$ cat src/rtl/greedy_grid_path_walker_top_macros.svh
// ----------------------------------------------------------------------------
// greedy grid path walker assertion macros
// concurrent checks shared by the walker rtl
// ----------------------------------------------------------------------------
`ifndef GREEDY_GRID_PATH_WALKER_TOP_MACROS_SVH
`define GREEDY_GRID_PATH_WALKER_TOP_MACROS_SVH

// condition must never hold at a clock edge outside reset
`define GGW_ASSERT_NEVER(lbl, clk, rst, cond, msg) \
  lbl: assert property (@(posedge clk) disable iff (rst) !(cond)) \
    else $error(msg);

// antecedent at one edge forces the consequent at the next edge
`define GGW_ASSERT_NEXT(lbl, clk, rst, ante, cons, msg) \
  lbl: assert property (@(posedge clk) disable iff (rst) (ante) |=> (cons)) \
    else $error(msg);

`endif

$ cat src/rtl/ggw_pkg.sv
// ----------------------------------------------------------------------------
// ggw_pkg
// shared constants, codes and types of the greedy grid path walker
// ----------------------------------------------------------------------------
`timescale 1ns / 1ps

package ggw_pkg;

  localparam int COORD_W       = 5;
  localparam int COORD_LIMIT   = 32;
  localparam int DEF_GRID_SIDE = 32;
  localparam int DIST_W        = COORD_W + 2;

  typedef enum logic [1:0] {
    OP_WRITE = 2'd0,
    OP_CLEAR = 2'd1,
    OP_START = 2'd2,
    OP_STEP  = 2'd3
  } op_t;

  typedef enum logic [1:0] {
    ST_ACK   = 2'd0,
    ST_MOVED = 2'd1,
    ST_GOAL  = 2'd2,
    ST_STUCK = 2'd3
  } status_t;

  // single cell write into a row memory
  typedef struct packed {
    logic               en;
    logic [COORD_W-1:0] row;
    logic [COORD_W-1:0] col;
    logic               val;
  } wr_req_t;

endpackage

$ cat src/rtl/ggw_rowmem.sv
// ----------------------------------------------------------------------------
// ggw_rowmem
// row-wide bitmap memory with per-row valid bits; an unwritten row reads zero
// ----------------------------------------------------------------------------
`timescale 1ns / 1ps

module ggw_rowmem #(
  parameter int ROWS = ggw_pkg::DEF_GRID_SIDE,
  parameter int COLS = ggw_pkg::DEF_GRID_SIDE
) (
  input  logic                    clk,
  input  logic                    rst,
  input  logic                    clr,
  input  ggw_pkg::wr_req_t        wr,
  input  logic                    rd_en,
  input  logic [$clog2(ROWS)-1:0] rd_row,
  output logic [COLS-1:0]         rd_data
);
  import ggw_pkg::*;

  localparam int ROW_W = $clog2(ROWS);
  localparam int COL_W = $clog2(COLS);

  logic [COLS-1:0] mem [ROWS];
  logic [ROWS-1:0] rv;
  logic [ROW_W-1:0] wr_row;
  logic [COL_W-1:0] wr_col;

  assign wr_row = wr.row[ROW_W-1:0];
  assign wr_col = wr.col[COL_W-1:0];

  always_ff @(posedge clk) begin
    if (rst || clr) begin
      rv <= '0;
    end else if (wr.en) begin
      rv[wr_row] <= 1'b1;
    end
  end

  always_ff @(posedge clk) begin
    if (wr.en) begin
      if (rv[wr_row]) begin
        mem[wr_row][wr_col] <= wr.val;
      end else begin
        // first write to a row also clears the rest of it
        mem[wr_row] <= wr.val ? (COLS'(1) << wr_col) : '0;
      end
    end
    if (rd_en) begin
      rd_data <= rv[rd_row] ? mem[rd_row] : '0;
    end
  end

endmodule

$ cat config.mk
export PLATFORM = sky130hd
export DESIGN_NAME = ggw_rowmem
export DESIGN_NICKNAME = d
export VERILOG_FILES = /design/src/rtl/greedy_grid_path_walker_top_macros.svh /design/src/rtl/ggw_pkg.sv /design/src/rtl/ggw_rowmem.sv
export SDC_FILE = /design/constraint.sdc
export NUM_CORES = 2
export LEC_CHECK = 0
export BUFFER_PORTS_ARGS = -buffer_cell sky130_fd_sc_hd__buf_2
export CAP_MARGIN = 20
export CORE_MARGIN = 2
export CORE_UTILIZATION = 59
export DETAILED_ROUTE_END_ITERATION = 10
export PLACE_DENSITY = 0.75
export SYNTH_ARGS = -nofsm -noshare
export SYNTH_HDL_FRONTEND = slang
export SYNTH_SLANG_ARGS = --single-unit
$ cat constraint.sdc
create_clock -name clk -period 3.2 [get_ports clk]
set_clock_uncertainty 0.05 [all_clocks]
set_input_delay 0.32 -clock clk [delete_from_list [all_inputs] [get_ports clk]]
set_output_delay 0.32 -clock clk [all_outputs]
set_load 0.01 [all_outputs]
==> impl_metrics.ini <==
[yosys]
synth_nets = 3508
synth-async-reset-ratio = 0
synthTopCellsByCount = 1056 x edfxtp_1, 801 x nor2_2, 295 x nor2_1
synth_top_area_frac = 0.6242
synth.area.top_cells = edfxtp_1 62%, nor2_2 9.9%, mux4_2 6.0%, mux2i_1 5.1%, buf_12 2.5%
netlist_instances = 3487
synth_edf_count = 1056
synth_area_per_cell_um2 = 14.57
synth_most_common_cell = edfxtp_1
yosysSeqAreaShare = 0.6368
synth_cell_types = 42
synth_top_area_cell = edfxtp_1
syn_area_um2 = 50800
yosysWarnings = 0
synthFlopType = edfxtp_1
synth_seq_cells = 1088

[grt]
grt.total_usage = 0.3004
grt_overflow = 0
grt_pass1_vias = 30860
grt_pass1_wl_mm = 194.7
grt_max_degree = 54
antenna_found_initial = 7

[sta]
timing.final.crit_share = 0.8587
slew_violations = 0
tns_ns = 0
slew_headroom = 0.2748
setup_violations = 0
rsz0062_at_grt = false
worst_slew_pin_slew_ns = 1.088
max_freq_mhz = 363.9
hold_viol = 0
fin_crit_ns = 2.748
setup_ws_ns = 0.4521

[critical_path]
rrSetupSlack_ns = 0.45
worstSetupStartpointType = flip-flop
r2r_start = rv[26]
critPathMaxFanout = 32
cp.required_ns = 3.43
r2r_end = mem[18][23]
worst_ep_arrival_time_ns = 2.98
crit_type = reg2reg
worst_setup_path_end_kind = flip-flop
r2r_cells = 6

[placed_design]
dp_slack_ns = 0.05784
port_buffers = 52
postPlaceCellArea_um2 = 51770
gp_congestion = 0.8862
dp_hpwl_mm = 73.79

[routing]
wl_per_cell_um = 28.30
finalWirelength_mm = 133.2
viasPerCell = 6.474
first_pass_iters = 6
antenna_left = 0
num_vias = 30490
route.detailed.drc = 0
drtIter0Drc = 3735

[floorplanning]
dieArea_um2 = 88470
initial_core_util = 0.5957
num_rows = 107
ioPinCount = 53
die_y_um = 297.4
core-area_um2 = 85280
die_x_um = 297.4

[final_layout]
num-nets-final = 3486
drive_above_1_share = 0.3889
area_delta_synth_final_pct = 9.192
fin_area_um2 = 55470

[worst_hold_path]
worstHoldEndpoint = rv[6]
hold_depth = 2
hp-start = clr
hp-class = in2reg

[clock_network]
cts-hold-fix-buffers = 0
cts_tree = built
htreeDepth = 3
postCtsSetupRepairBufs = 0
cts-resized-gates = 0
clock_latency_ns = 0.69
clk_pin_slew_worst_paths_ns = 0.06
clk_path_buf_depth = 3
cts_sinks = 1088
root_buffer = clkbuf_16
cts_buffers = 109

[power_and_ir_drop]
power_density_nw_per_um2 = 554.4
peakVddDrop_mv = 0.4489
power_leakage_uw = 0.02035

[run]
maxCapViolCount = 0

[outcome]
status = finished clean
==> layer usage <==
metal | wire length, µm | GRT usage | vias to the layer above
met5 | 37 | 0 | -
met4 | 6478 | 0.1438 | 6
met3 | 16070 | 0.06741 | 415
met2 | 63230 | 0.4809 | 1898
met1 | 47430 | 0.3925 | 15400
li1 | - | - | 12770
==> layout make-up <==
| class | count | area (µm²) |
|---|---|---|
| Clock buffer | 133 | 2900 |
| Multi-Input combinational cell | 2033 | 15880 |
| Tap cell | 1144 | 1431 |
| Timing Repair Buffer | 210 | 2021 |
| Fill cell | 6033 | 29810 |
| Sequential cell | 1088 | 32350 |
| Clock inverter | 69 | 778.2 |
| Antenna cell | 9 | 22.52 |
| Inverter | 23 | 87.58 |
==> sequential cells by signal, indices dropped and copies added, names as in the netlist <==
register	count
rv	32
mem	1024
rd_data	32
==> how the worst max path moves through the flow <==
stage	to	slack (ns)	startpoint
after CTS	mem[18][23]	0.47	rv[1]
final	mem[18][23]	0.45	rv[26]
after detailed placement	mem[17][23]	0.06	wr[6]
after floorplan	mem[0][0]	0.70	wr[6]
after global placement	mem[18][23]	0.10	wr[6]
after global routing	mem[18][23]	0.35	rv[2]
==> through the flow <==
stage	hold slack (ns)	util	cells	power, µW
6_report	0.1838	0.6505	4709	30750
5_1_grt	0.2009	0.6503	4703	31510
4_1_cts	0.1376	0.6502	4700	30830
3_5_place_dp	0.4099	0.6071	4498	17880
3_3_place_gp	0.4033	0.6071	4498	17810
2_1_floorplan	0.3485	-	3487	17230
==> where the power goes <==
group / internal, µW / switching [µW]
Sequential: 15800 / 29.3
Combinational: 600 / 1200
Clock: 7790 / 5350
==> cells in the final DEF, fill, tap and decap left out, drive strengths merged, types with 35 or more instances in the layout <==
| cell | instances |
|---|---|
| a21oi | 44 |
| a221oi | 128 |
| a22oi | 36 |
| buf | 210 |
| clkbuf | 133 |
| clkinv | 47 |
| edfxtp | 1056 |
| mux2i | 258 |
| mux4 | 142 |
| nand2 | 40 |
| nand3 | 35 |
| nor2 | 1126 |
| nor3 | 45 |
| o21ai | 64 |
==> logic make-up after synthesis <==
| kind of cell | Yosys count | synth area share |
|---|---|---|
| buffers and inverters | 366 | 0.05327 |
| muxes | 402 | 0.1147 |
| AOI/OAI and AO/OA | 330 | 0.04667 |
| and+or+nand+nor | 1301 | 0.1486 |
| DFF | 1088 | 0.6368 |
==> worst max-delay path, cell delays in order, from the launching register on <==
cell and delay [ns]:
dfxtp_1 0.35, mux4_1 0.53, a22oi_1 0.21, and4_4 0.32, nand2_1 0.13, buf_12 0.23, o21a_1 0.51
No activity file was read; power rests on OpenSTA's default activity.
